$ cat src/hdl/lmsf_pkg.sv
package lmsf_pkg;

  // Sample domain: 1.0 equals 2^15
  localparam int unsigned SAMPLE_FRAC = 15;

  // Shared multiplier widths: 32-bit signed by 17-bit signed
  localparam int unsigned MUL_A_W = 32;
  localparam int unsigned MUL_B_W = 17;
  localparam int unsigned PROD_W  = MUL_A_W + MUL_B_W;

  // Adaptation step after reset
  localparam logic [15:0] STEP_RESET = 16'd655;

  // Output saturation limits
  localparam logic signed [31:0] OUT_MAX = 32'sd32767;
  localparam logic signed [31:0] OUT_MIN = -32'sd32768;

  // Multiplier operations
  localparam logic [1:0] MAC_WS = 2'd0;  // weight * sample
  localparam logic [1:0] MAC_ES = 2'd1;  // error * sample
  localparam logic [1:0] MAC_GS = 2'd2;  // gradient * step

  typedef struct packed {
    logic       en;
    logic [1:0] op;
  } mac_ctl_t;

endpackage

$ cat src/hdl/lmsf_in_if.sv
interface lmsf_in_if;
  logic               valid;
  logic               ready;
  logic signed [15:0] sample;
  logic signed [15:0] reference;

  modport source (output valid, output sample, output reference, input ready);
  modport sink   (input valid, input sample, input reference, output ready);
endinterface

$ cat src/hdl/lmsf_out_if.sv
interface lmsf_out_if;
  logic               valid;
  logic               ready;
  logic signed [15:0] filtered;
  logic signed [31:0] error;

  modport source (output valid, output filtered, output error, input ready);
  modport sink   (input valid, input filtered, input error, output ready);
endinterface

$ cat src/hdl/lmsf_cfg_if.sv
interface lmsf_cfg_if;
  logic        valid;
  logic        ready;
  logic [15:0] adapt_step;

  modport source (output valid, output adapt_step, input ready);
  modport sink   (input valid, input adapt_step, output ready);
endinterface

$ cat src/hdl/lms_adaptive_fir.sv
// Channel  Dir  Payload                               Transfer
// in_ch    in   sample[15:0] s, reference[15:0] s     valid & ready
// out_ch   out  filtered[15:0] s, error[31:0] s       valid & ready
// cfg_ch   in   adapt_step[15:0] u                    valid & ready (always ready)
//
// One multiplier is shared by a pipelined filter pass (one tap per cycle) and
// an update pass of three steps per tap (two dependent products and a weight
// write-back).
// in_ready is high only when the sequencer is idle; a finished result sits in
// the output register while the next item is taken. Synchronous reset clears
// the weights and delay line through per-entry valid bits, at once.
module lms_adaptive_fir #(
  parameter int unsigned TAPS      = 32,
  parameter int unsigned FRAC_BITS = 16
) (
  input  logic        clk,
  input  logic        rst_n,
  lmsf_in_if.sink     in_ch,
  lmsf_out_if.source  out_ch,
  lmsf_cfg_if.sink    cfg_ch
);
  import lmsf_pkg::*;

  localparam int unsigned IDX_W = $clog2(TAPS);
  localparam int unsigned SCALE_SHIFT = FRAC_BITS - SAMPLE_FRAC;
  localparam logic [31:0] TRUNC_MASK = (32'd1 << SCALE_SHIFT) - 32'd1;
  localparam logic [IDX_W-1:0] LAST_IDX = IDX_W'(TAPS - 1);

  localparam logic [2:0] S_IDLE  = 3'd0;
  localparam logic [2:0] S_FIR   = 3'd1;
  localparam logic [2:0] S_DRAIN = 3'd2;
  localparam logic [2:0] S_M1    = 3'd3;
  localparam logic [2:0] S_M2    = 3'd4;
  localparam logic [2:0] S_WR    = 3'd5;
  localparam logic [2:0] S_DONE  = 3'd6;

  logic [2:0]        state_r, state_nxt;
  logic [IDX_W-1:0]  j_r, j_nxt;
  logic [IDX_W-1:0]  idx_r, idx_nxt;
  logic [IDX_W-1:0]  pos_r, pos_nxt;
  logic              v1_r, v1_nxt;
  logic              v2_r;
  logic [TAPS-1:0]   w_vld_r, s_vld_r;
  logic [15:0]       step_r;
  logic signed [31:0] acc_r;
  logic signed [31:0] err_r;
  logic signed [15:0] ref_r;
  logic              out_valid_r;
  logic signed [15:0] filt_r;
  logic signed [31:0] out_err_r;

  logic signed [31:0] wmem [TAPS];
  logic signed [15:0] smem [TAPS];
  logic signed [31:0] rd_w_r;
  logic signed [15:0] rd_s_r;
  logic              rd_wv_r, rd_sv_r;
  logic              rd_en;
  logic [IDX_W-1:0]  rd_j, rd_idx;

  logic              in_xfer, out_free, wr_en;
  logic [IDX_W-1:0]  idx_dec, pos_inc;
  logic signed [31:0] w_cur, new_w, err_c, ref_scaled, q_sh, q_trunc;
  logic signed [15:0] s_cur, filt_c;
  logic signed [31:0] prod_q15, prod_frac;
  mac_ctl_t          mac_ctl;

  assign in_xfer  = in_ch.valid && in_ch.ready;
  assign out_free = !out_valid_r || out_ch.ready;
  assign idx_dec  = (idx_r == '0) ? LAST_IDX : idx_r - 1'b1;
  assign pos_inc  = (pos_r == LAST_IDX) ? '0 : pos_r + 1'b1;

  // Entries never written read as zero
  assign w_cur = rd_wv_r ? rd_w_r : '0;
  assign s_cur = rd_sv_r ? rd_s_r : '0;
  assign new_w = w_cur + prod_frac;
  assign wr_en = (state_r == S_WR);

  // Error against the reference in filter scale
  assign ref_scaled = 32'(ref_r) <<< SCALE_SHIFT;
  assign err_c      = ref_scaled - acc_r;

  // Output rescale: truncate toward zero, then saturate
  assign q_sh    = acc_r >>> SCALE_SHIFT;
  assign q_trunc = (acc_r[31] && ((acc_r & TRUNC_MASK) != '0)) ? q_sh + 32'sd1 : q_sh;
  always_comb begin
    if (q_trunc > OUT_MAX) begin
      filt_c = OUT_MAX[15:0];
    end else if (q_trunc < OUT_MIN) begin
      filt_c = OUT_MIN[15:0];
    end else begin
      filt_c = q_trunc[15:0];
    end
  end

  // Sequencer
  always_comb begin
    state_nxt = state_r;
    j_nxt     = j_r;
    idx_nxt   = idx_r;
    pos_nxt   = pos_r;
    v1_nxt    = 1'b0;
    rd_en     = 1'b0;
    rd_j      = j_r;
    rd_idx    = idx_r;
    mac_ctl   = '{en: 1'b0, op: MAC_WS};
    case (state_r)
      S_IDLE: begin
        if (in_xfer) begin
          j_nxt     = '0;
          idx_nxt   = pos_r;
          state_nxt = S_FIR;
        end
      end
      S_FIR: begin
        rd_en  = 1'b1;
        v1_nxt = 1'b1;
        if (j_r == LAST_IDX) begin
          state_nxt = S_DRAIN;
        end else begin
          j_nxt   = j_r + 1'b1;
          idx_nxt = idx_dec;
        end
      end
      S_DRAIN: begin
        if (!v1_r && !v2_r) begin
          rd_en     = 1'b1;
          rd_j      = '0;
          rd_idx    = pos_r;
          j_nxt     = '0;
          idx_nxt   = pos_r;
          state_nxt = S_M1;
        end
      end
      S_M1: begin
        mac_ctl   = '{en: 1'b1, op: MAC_ES};
        state_nxt = S_M2;
      end
      S_M2: begin
        mac_ctl   = '{en: 1'b1, op: MAC_GS};
        state_nxt = S_WR;
      end
      S_WR: begin
        if (j_r == LAST_IDX) begin
          state_nxt = S_DONE;
        end else begin
          rd_en     = 1'b1;
          rd_j      = j_r + 1'b1;
          rd_idx    = idx_dec;
          j_nxt     = j_r + 1'b1;
          idx_nxt   = idx_dec;
          state_nxt = S_M1;
        end
      end
      S_DONE: begin
        if (out_free) begin
          pos_nxt   = pos_inc;
          state_nxt = S_IDLE;
        end
      end
      default: begin
        state_nxt = S_IDLE;
      end
    endcase
    // Filter products start in the cycle after each filter read, when its data is out
    if (v1_r) begin
      mac_ctl = '{en: 1'b1, op: MAC_WS};
    end
  end

  // Control state
  always_ff @(posedge clk) begin
    if (!rst_n) begin
      state_r     <= S_IDLE;
      j_r         <= '0;
      idx_r       <= '0;
      pos_r       <= '0;
      v1_r        <= 1'b0;
      v2_r        <= 1'b0;
      w_vld_r     <= '0;
      s_vld_r     <= '0;
      step_r      <= STEP_RESET;
      out_valid_r <= 1'b0;
    end else begin
      state_r <= state_nxt;
      j_r     <= j_nxt;
      idx_r   <= idx_nxt;
      pos_r   <= pos_nxt;
      v1_r    <= v1_nxt;
      v2_r    <= v1_r;
      if (in_xfer) begin
        s_vld_r[pos_r] <= 1'b1;
      end
      if (wr_en) begin
        w_vld_r[j_r] <= 1'b1;
      end
      if (cfg_ch.valid && cfg_ch.ready) begin
        step_r <= cfg_ch.adapt_step;
      end
      if (state_r == S_DONE && out_free) begin
        out_valid_r <= 1'b1;
      end else if (out_ch.ready) begin
        out_valid_r <= 1'b0;
      end
    end
  end

  // Datapath registers
  always_ff @(posedge clk) begin
    if (in_xfer) begin
      acc_r <= '0;
      ref_r <= in_ch.reference;
    end else if (v2_r) begin
      acc_r <= acc_r + prod_q15;
    end
    if (state_r == S_DRAIN && !v1_r && !v2_r) begin
      err_r <= err_c;
    end
    if (state_r == S_DONE && out_free) begin
      filt_r    <= filt_c;
      out_err_r <= err_r;
    end
  end

  // Delay line memory
  always_ff @(posedge clk) begin
    if (in_xfer) begin
      smem[pos_r] <= in_ch.sample;
    end
    if (rd_en) begin
      rd_s_r  <= smem[rd_idx];
      rd_sv_r <= s_vld_r[rd_idx];
    end
  end

  // Coefficient memory
  always_ff @(posedge clk) begin
    if (wr_en) begin
      wmem[j_r] <= new_w;
    end
    if (rd_en) begin
      rd_w_r  <= wmem[rd_j];
      rd_wv_r <= w_vld_r[rd_j];
    end
  end

  lmsf_mac #(
    .FRAC_BITS (FRAC_BITS)
  ) u_mac (
    .clk       (clk),
    .ctl       (mac_ctl),
    .weight    (w_cur),
    .err       (err_r),
    .smp       (s_cur),
    .step      (step_r),
    .prod_q15  (prod_q15),
    .prod_frac (prod_frac)
  );

  assign in_ch.ready     = (state_r == S_IDLE);
  assign cfg_ch.ready    = 1'b1;
  assign out_ch.valid    = out_valid_r;
  assign out_ch.filtered = filt_r;
  assign out_ch.error    = out_err_r;

  // Checks
  a_start: assert property (@(posedge clk) disable iff (!rst_n)
    in_xfer |=> state_r == S_FIR)
    else $error("accepted item did not start the filter pass");

  a_pipe_fir: assert property (@(posedge clk) disable iff (!rst_n)
    v2_r |-> (state_r == S_FIR || state_r == S_DRAIN))
    else $error("filter product outside the filter pass");

  a_no_accept_busy: assert property (@(posedge clk) disable iff (!rst_n)
    v1_r |-> !in_ch.ready)
    else $error("ready while filter reads are in flight");

  a_done_out: assert property (@(posedge clk) disable iff (!rst_n)
    (state_r == S_DONE && out_free) |=> (out_valid_r && state_r == S_IDLE))
    else $error("finished item not presented");

  a_update_write: assert property (@(posedge clk) disable iff (!rst_n)
    wr_en |-> $past(state_r) == S_M2)
    else $error("weight write without both products");

endmodule

$ cat src/hdl/lmsf_mac.sv
module lmsf_mac #(
  parameter int unsigned FRAC_BITS = 16
) (
  input  logic                   clk,
  input  lmsf_pkg::mac_ctl_t     ctl,
  input  logic signed [31:0]     weight,
  input  logic signed [31:0]     err,
  input  logic signed [15:0]     smp,
  input  logic        [15:0]     step,
  output logic signed [31:0]     prod_q15,
  output logic signed [31:0]     prod_frac
);
  import lmsf_pkg::*;

  logic signed [MUL_A_W-1:0] a_sel;
  logic signed [MUL_B_W-1:0] b_sel;
  logic signed [PROD_W-1:0]  prod_c;
  logic signed [PROD_W-1:0]  prod_r;
  logic signed [PROD_W-1:0]  prod_sh;

  // Operand select; the gradient comes back from the product register
  always_comb begin
    case (ctl.op)
      MAC_WS: begin
        a_sel = weight;
        b_sel = MUL_B_W'(smp);
      end
      MAC_ES: begin
        a_sel = err;
        b_sel = MUL_B_W'(smp);
      end
      MAC_GS: begin
        a_sel = prod_q15;
        b_sel = $signed({1'b0, step});
      end
      default: begin
        a_sel = '0;
        b_sel = '0;
      end
    endcase
  end

  assign prod_c = a_sel * b_sel;

  always_ff @(posedge clk) begin
    if (ctl.en) begin
      prod_r <= prod_c;
    end
  end

  // Floor shifts, wrapped to 32 bits
  assign prod_q15  = prod_r[SAMPLE_FRAC+31:SAMPLE_FRAC];
  assign prod_sh   = prod_r >>> FRAC_BITS;
  assign prod_frac = prod_sh[31:0];

endmodule

$ cat src/flat_wrapper.sv
// flat-port wrapper written by rule: the top's interface ports become plain ports
module lms_adaptive_fir_flat import lmsf_pkg::*;
#(
  parameter int unsigned TAPS      = 32,
  parameter int unsigned FRAC_BITS = 16
)
  (clk, rst_n, in_ch_valid, in_ch_sample, in_ch_reference, in_ch_ready, out_ch_valid, out_ch_filtered, out_ch_error, out_ch_ready, cfg_ch_valid, cfg_ch_adapt_step, cfg_ch_ready);
  lmsf_in_if in_ch_i ();
  lmsf_out_if out_ch_i ();
  lmsf_cfg_if cfg_ch_i ();
  input  logic clk;
  input  logic rst_n;
  input wire logic [$bits(in_ch_i.valid)-1:0] in_ch_valid;
  input wire logic [$bits(in_ch_i.sample)-1:0] in_ch_sample;
  input wire logic [$bits(in_ch_i.reference)-1:0] in_ch_reference;
  output wire logic [$bits(in_ch_i.ready)-1:0] in_ch_ready;
  output wire logic [$bits(out_ch_i.valid)-1:0] out_ch_valid;
  output wire logic [$bits(out_ch_i.filtered)-1:0] out_ch_filtered;
  output wire logic [$bits(out_ch_i.error)-1:0] out_ch_error;
  input wire logic [$bits(out_ch_i.ready)-1:0] out_ch_ready;
  input wire logic [$bits(cfg_ch_i.valid)-1:0] cfg_ch_valid;
  input wire logic [$bits(cfg_ch_i.adapt_step)-1:0] cfg_ch_adapt_step;
  output wire logic [$bits(cfg_ch_i.ready)-1:0] cfg_ch_ready;
  assign in_ch_i.valid = in_ch_valid;
  assign in_ch_i.sample = in_ch_sample;
  assign in_ch_i.reference = in_ch_reference;
  assign in_ch_ready = in_ch_i.ready;
  assign out_ch_valid = out_ch_i.valid;
  assign out_ch_filtered = out_ch_i.filtered;
  assign out_ch_error = out_ch_i.error;
  assign out_ch_i.ready = out_ch_ready;
  assign cfg_ch_i.valid = cfg_ch_valid;
  assign cfg_ch_i.adapt_step = cfg_ch_adapt_step;
  assign cfg_ch_ready = cfg_ch_i.ready;
  lms_adaptive_fir #(.TAPS(TAPS), .FRAC_BITS(FRAC_BITS)) u_core (.clk(clk), .rst_n(rst_n), .in_ch(in_ch_i), .out_ch(out_ch_i), .cfg_ch(cfg_ch_i));
endmodule
$ cat config.mk
export PLATFORM = sky130hd
export DESIGN_NAME = lms_adaptive_fir_flat
export DESIGN_NICKNAME = d
export VERILOG_FILES = /design/src/hdl/lmsf_pkg.sv /design/src/hdl/lmsf_in_if.sv /design/src/hdl/lmsf_out_if.sv /design/src/hdl/lmsf_cfg_if.sv /design/src/hdl/lms_adaptive_fir.sv /design/src/hdl/lmsf_mac.sv /design/src/flat_wrapper.sv
export SDC_FILE = /design/constraint.sdc
export NUM_CORES = 2
export LEC_CHECK = 0
export BUFFER_PORTS_ARGS = -buffer_cell sky130_fd_sc_hd__buf_2
export CORE_MARGIN = 10
export CORE_UTILIZATION = 55
export CTS_CLUSTER_SIZE = 20
export DETAILED_ROUTE_END_ITERATION = 7
export PLACE_DENSITY_LB_ADDON = 0.25
export SYNTH_ARGS = -nofsm -noshare
export SYNTH_HDL_FRONTEND = slang
export SYNTH_SLANG_ARGS = --single-unit
export TNS_END_PERCENT = 10
$ cat constraint.sdc
create_clock -name clk -period 11.1 [get_ports clk]
set_input_delay 2.22 -clock clk [delete_from_list [all_inputs] [get_ports clk]]
set_output_delay 2.22 -clock clk [all_outputs]
set_load 0.005 [all_outputs]
---- After elaboration in Yosys (flattened, before gate mapping) ----
Memory sizes are Yosys's and may differ from the RTL's. A register that Yosys moved wholly into a read port is not among the register bits.
Cells that the tools add are included.
cells by class
  $add $sub $neg .......................... 7
  $mul .................................... 1
  order comparisons ....................... 8
  equality and inequality tests ........... 14
  muxes and demuxes ....................... 44
  bitwise logic cells ..................... 2
  reductions and logical operators ........ 22
operators by type and width
  kind                                                                                  number
  32-bit one-hot mux with 3 select lines                                                1
  32-bit adder                                                                          2
  32-bit two-way mux                                                                    2
  32-bit OR                                                                             2
  32-bit by 17-bit multiplier with 48-bit output                                        1
  5-bit two-way mux                                                                     8
  17-bit one-hot mux with 2 select lines                                                1
  31-bit by 2-bit adder with 32-bit output (second input constant)                      1
  32-bit by 16-bit greater-than comparator with 1-bit output (second input constant)    1
  32-bit by 16-bit < comparator with 1-bit output (second input constant)               1
  16-bit two-way mux                                                                    2
  17-bit by 32-bit subtractor with 32-bit output                                        1
  5-bit one-hot mux with 3 select lines                                                 2
  5-bit by 6-bit < comparator with 1-bit output (second input constant)                 4
  3-bit one-hot mux with 7 select lines                                                 1
  5-bit one-hot mux with 2 select lines                                                 2
  3-bit two-way mux                                                                     6
  1-bit two-way mux                                                                     13
  5-bit by 1-bit adder with 5-bit output (second input constant)                        2
  1-bit binary-select mux with 5-bit select                                             2
  1-bit demux with 5-bit select                                                         2
  5-bit equality test (second input constant)                                           2
  5-bit by 1-bit greater-or-equal comparator with 1-bit output (second input constant)  2
  3-bit equality test (second input constant)                                           3
  20 further kinds                                                                      34
storage, ports and cells
  register bits ........................... 279
  RAM bits ................................ 1536
  input bits .............................. 53
  word-level logic and storage cells ...... 118
  memories kept ........................... 2
memory list
  name         words  bits a word  rd ports  clocked after Yosys merged registers in  write ports  line                    RTL
  u_core.wmem  32     32           1         1                                        1            lms_adaptive_fir.sv:52  logic signed [31:0] wmem [TAPS];
  u_core.smem  32     16           1         1                                        1            lms_adaptive_fir.sv:53  logic signed [15:0] smem [TAPS];

---- Depth between registers and ports, before layout ----
  depth after elaboration ................. 7
  depth in mapped cells ................... 34
  mapped depth without buffers ............ 30

---- Modules after synthesis ----
Synthesis repeated with hierarchy kept, for this count alone.
second synthesis, totals
  cells, all modules ...................... 7107
  area total of the unflattened synthesis .. 94951.1 um2
modules (own cells, without submodules)
  module            instances  cells each  area each (um2)
  lms_adaptive_fir  1          4856        74963.1
  lmsf_mac          1          2251        19987.9

---- Worst setup path before layout ----
OpenSTA, ideal clock, no wires.
  kind .................................... register -> register
  start point ............................. reg u_core.state_r[1]
  end point ............................... reg u_core.u_mac.prod_r[36], data pin
  data arrival time ....................... 7.907 ns
  required time ........................... 10.842 ns
  path slack .............................. 2.936 ns
  cell stages (with the launch flop) ...... 29
  path buffers ............................ 4
  cell sequence ........................... dfxtp_1 -> buf_4 -> nor4b_4 -> clkbuf_1 -> clkbuf_1 -> nor2_1 -> a21oi_1 -> clkbuf_1 -> nor2_1 -> fa_1 -> inv_1 -> fa_1 -> fa_1 -> inv_1 -> fa_1 -> fa_1 -> fa_1 -> ha_1 -> a211o_1 -> a21oi_1 -> a21boi_0 -> o31a_1 -> or2_1 -> a41o_1 -> a31o_1 -> a21o_1 -> a311o_1 -> a21oi_2 -> xnor2_1
between the ends
  cells in the longest elaborated chain, start to end .. 7
  elaborated cells on any way between the ends .. 11
ends and longest elaborated chain
  what                                                                                   line                     RTL
  from (decl)                                                                            lms_adaptive_fir.sv:37   logic [2:0] state_r, state_nxt;
  from (signal assigned)                                                                 lms_adaptive_fir.sv:184  state_r <= state_nxt;
  3-bit equality test or 3-bit by 2-bit equality test with 1-bit output (tied branches)  lms_adaptive_fir.sv:106  case (state_r)
  3-bit one-hot mux with 2 select lines (*)                                              lms_adaptive_fir.sv:106
  3-bit two-way mux (*)                                                                  lms_adaptive_fir.sv:165  if (v1_r) begin
  2-bit by 1-bit equality test with 1-bit output or 2-bit zero test (tied branches)      lmsf_mac.sv:23           case (ctl.op)
  2-bit OR reduction (no line)                                                           -
  17-bit one-hot mux with 2 select lines                                                 lmsf_mac.sv:23
  32-bit by 17-bit multiplier with 48-bit output (*)                                     lmsf_mac.sv:43           assign prod_c = a_sel * b_sel;
  net u_core.u_mac.prod_c[36]                                                            lmsf_mac.sv:17           logic signed [PROD_W-1:0] prod_c;
  to (signal assigned)                                                                   lmsf_mac.sv:47           prod_r <= prod_c;
  to (decl)                                                                              lmsf_mac.sv:18           logic signed [PROD_W-1:0] prod_r;
Mark *: on every way through the listed nets, which the timed path passes. The rest lies on a longest branch.
A chain may end at the register's enable or synchronous reset.

---- Final worst setup path ----
  start point ............................. reg u_core.state_r[2]
  end point ............................... reg u_core.u_mac.prod_r[36], data pin
The elaborated chain is that of the path after synthesis.

==> flow_metrics.env <==
export IMPL_cts_hold_buf=0
export IMPL_clk_latency_ns=0.84
export IMPL_yosysWarnings=0
export IMPL_fin_crit_ns=9.26
export IMPL_setup_ws_ns=1.84
export IMPL_p_total_mw=19.1
export IMPL_synthFlopType="edfxtp_1"
export IMPL_drv_slew=0
export IMPL_die_area_mm2=0.188
export IMPL_wire_per_inst_um=26.2
export IMPL_place_hpwl_um=157000
export IMPL_grtUsageTotal_pct=26.8
export IMPL_synth_cell_type_count=79
export IMPL_path_class="reg -> reg"
export IMPL_grt_antenna_before_repair=7
export IMPL_vias_per_cell=6.18
export IMPL_syn_nets=7899
export IMPL_setup_viol=0
export IMPL_grt_overflow_total=0
export IMPL_crit_required_ns=11.66
export IMPL_sw_frac_of_total_pct=29.5
export IMPL_ant_nets=0
export IMPL_drtIter0Drc=6777
export IMPL_power_frac_seq_pct=45.2
export IMPL_multi_input_area_mm2=0.0371
export IMPL_drt_pass1_iterations=8
export IMPL_async_flop_share_pct=0
export IMPL_core_mm2=0.170
export IMPL_synthCells=7117
export IMPL_clkSinkCount=1848
export IMPL_fill_cells=12800
export IMPL_start_kind="flip-flop"
export IMPL_root_buffer="clkbuf_16"
export IMPL_p_int_mw=13.5
export IMPL_worst_setup_path_end_kind="flip-flop"
export IMPL_tightest_slew_ns=1.44
export IMPL_cts_tree="built"
export IMPL_cp_max_fo=26
export IMPL_regArea_mm2=0.0542
export IMPL_synth_edf_count=1715
export IMPL_grt_pass1_vias=59300
export IMPL_pre_cts_slack_ns=1.99
export IMPL_dr_total_vias=59200
export IMPL_synthesis_area_mm2=0.0941
export IMPL_initial_core_util_pct=55.4
export IMPL_clock_skew_final_ns=0.0432
export IMPL_leakagePower_nw=38.5
export IMPL_most_common_layout_cells="1715 x edfxtp_1, 1250 x nand2_1, 551 x inv_1, 517 x fa_1, 413 x nor2_1"
export IMPL_clkTransAtPathRegs_ns=0.06
export IMPL_cts_htree_levels=4
export IMPL_relSlewSlack_pct=3.85
export IMPL_holdCritPathClass="reg -> reg"
export IMPL_synth_largest_area_cell="edfxtp_1"
export IMPL_die_w_um=434
export IMPL_cts_buffers=183
export IMPL_drc=0
export IMPL_powerDensity_mw_per_mm2=184
export IMPL_grt_pass1_wl_um=378000
export IMPL_dp_cells=9247
export IMPL_die_y_um=434
export IMPL_tns_ns=0
export IMPL_instances_no_fill=9592
export IMPL_ir_drop_mv=0.172
export IMPL_routed_wl_um=251000
export IMPL_rows=151
export IMPL_layout_commonest_cell="edfxtp_1"
export IMPL_rsz0062_at_grt="no"
export IMPL_cts_repair_resize_count=0
export IMPL_post_route_util_pct=61.2
export IMPL_fin_nets=7996
export IMPL_p_clk_share_pct=31.9
export IMPL_fmax_mhz=108
export IMPL_cts_post_setup_buffers_inserted=0
export IMPL_synth_seq_area_share_pct=57.6
export IMPL_grt_max_degree=198
export IMPL_syn2layout_area_growth_pct=10.4
export IMPL_pwr_share_comb_pct=22.9
export IMPL_max_cap_violations=0
export IMPL_avgSynthCellArea_um2=13.2
export IMPL_clock_path_buffers=3
export IMPL_netlist_top_cells_area="edfxtp_1 55%, fa_1 11%, mux4_2 6.3%"
export IMPL_synth_top_area_share_pct=54.7
export IMPL_p_switching_mw=5.63
export IMPL_period_share_pct=83.5
export IMPL_crit_arrival_ns=9.83
export IMPL_drive_above_1_share_pct=12.4
export IMPL_pin_count=104
export IMPL_ys_ff_latch=1848
export IMPL_io_buffers=102
export IMPL_place_gp_congestion=0.972
export IMPL_hold_viol_final=0
export IMPL_run_status="finished clean"
## power groups by stage
stage	clock network (mW)	logic (mW)	registers, mW
floorplan	0	2.88	8.72
global placement	0	4.18	8.77
detailed placement	0	4.26	8.77
CTS	6.19	4.32	8.63
global route	6.45	4.84	8.64
finish	6.10	4.37	8.63
## metal layers
| layer | share of wire (%) | wire length (um) | track usage (%) | vias to the layer above |
|---|---|---|---|---|
| met2 | 48 | 120000 | 42.7 | 2871 |
| met5 | 0 | 0 | 0 | - |
| met1 | 39 | 99200 | 37.1 | 30200 |
| met3 | 9.0 | 22600 | 4.76 | 543 |
| met4 | 4.0 | 10200 | 10.0 | 0 |
| li1 | - | - | - | 25600 |
## metrics by stage
step	hold slack [ns]	cell area [um2]
5_1_grt	0.475	104000
2_1_floorplan	0.427	94100
3_3_place_gp	0.442	97900
3_5_place_dp	0.448	97900
6_report	0.464	104000
4_1_cts	0.463	104000
## state kept, by name, summed over array words and instances (netlist names), 3 cells and up
signal and cells:
u_core.wmem 1024, u_core.smem 512, u_core.u_mac.prod_r 33, u_core.acc_r 32
u_core.err_r 32, u_core.out_ch.error 32, u_core.rd_w_r 32, u_core.s_vld_r 32
u_core.w_vld_r 32, u_core.out_ch.filtered 16, u_core.rd_s_r 16, u_core.ref_r 16
u_core.step_r 16, u_core.idx_r 5, u_core.j_r 5, u_core.pos_r 5
u_core.state_r 3
## path summary, 6_finish.rpt
kind	start	to	slack, ns	depth (start not counted)
min reg2reg	u_core.s_vld_r[26]	u_core.s_vld_r[26]	0.46	1
max	u_core.state_r[2]	u_core.u_mac.prod_r[36]	1.84	24
min	u_core.s_vld_r[26]	u_core.s_vld_r[26]	0.46	1
max reg2reg	u_core.state_r[2]	u_core.u_mac.prod_r[36]	1.84	24
## final cells by class
type	count	share of cell area (%)
sequential	1848	52.1
multi-input combinational	4353	35.7
clock buffer	225	4.71
tap	2218	2.67
inverter	555	2.01
timing repair buffer	273	1.80
clock inverter	116	0.983
antenna	4	0.00963
## critical path, stage by stage (launching register included)
cell and delay, ns:
dfxtp_1 0.71, or4b_1 0.85, nand3_1 0.21, buf_4 0.33, inv_2 0.20, a21oi_2 0.94, nor2_1 0.17, fa_1 0.58
fa_1 0.42, fa_1 0.51, fa_1 0.45, fa_1 0.50, inv_1 0.05, fa_1 0.49, inv_1 0.05, ha_1 0.33
a211oi_1 0.27, nand2_1 0.19, or2_1 0.31, a41o_1 0.31, a31o_1 0.25, a21o_1 0.25, a311o_1 0.41, a21oi_2 0.16
xnor2_1 0.07
## cells by family (layout without fill, tap and decap cells)
kind of cell    after synthesis  after routing  synth area share [%]
simple gates               2371           2371                  10.8
fa+ha+maj                   729            729                  13.8
compound gates              800            800                  5.93
flops                      1848           1848                  57.6
buf+inv                     916           1169                  3.71
mux                         303            303                  6.74
other cells                   1              5               0.00399
xor+xnor                    149            149                  1.39
## synth_stat cells, drive strengths merged (14+ instances only)
| cell type | number |
|---|---|
| fa | 517 |
| xor2 | 44 |
| a31oi | 54 |
| and3 | 84 |
| xnor2 | 105 |
| nand2 | 1252 |
| a221oi | 33 |
| and2 | 72 |
| nand4 | 16 |
| a221o | 31 |
| nor3 | 31 |
| ha | 212 |
| a211oi | 33 |
| edfxtp | 1715 |
| clkbuf | 286 |
| or3 | 15 |
| mux2i | 39 |
| dfxtp | 133 |
| buf | 75 |
| a21o | 77 |
| a311oi | 105 |
| o21a | 95 |
| a21boi | 15 |
| nor2 | 448 |
| o21bai | 14 |
| a21oi | 142 |
| inv | 555 |
| o21ai | 133 |
| nand2b | 18 |
| mux4 | 264 |
| nor2b | 33 |
| nand3 | 349 |
Note: power is estimated with default switching activity, not from simulation.
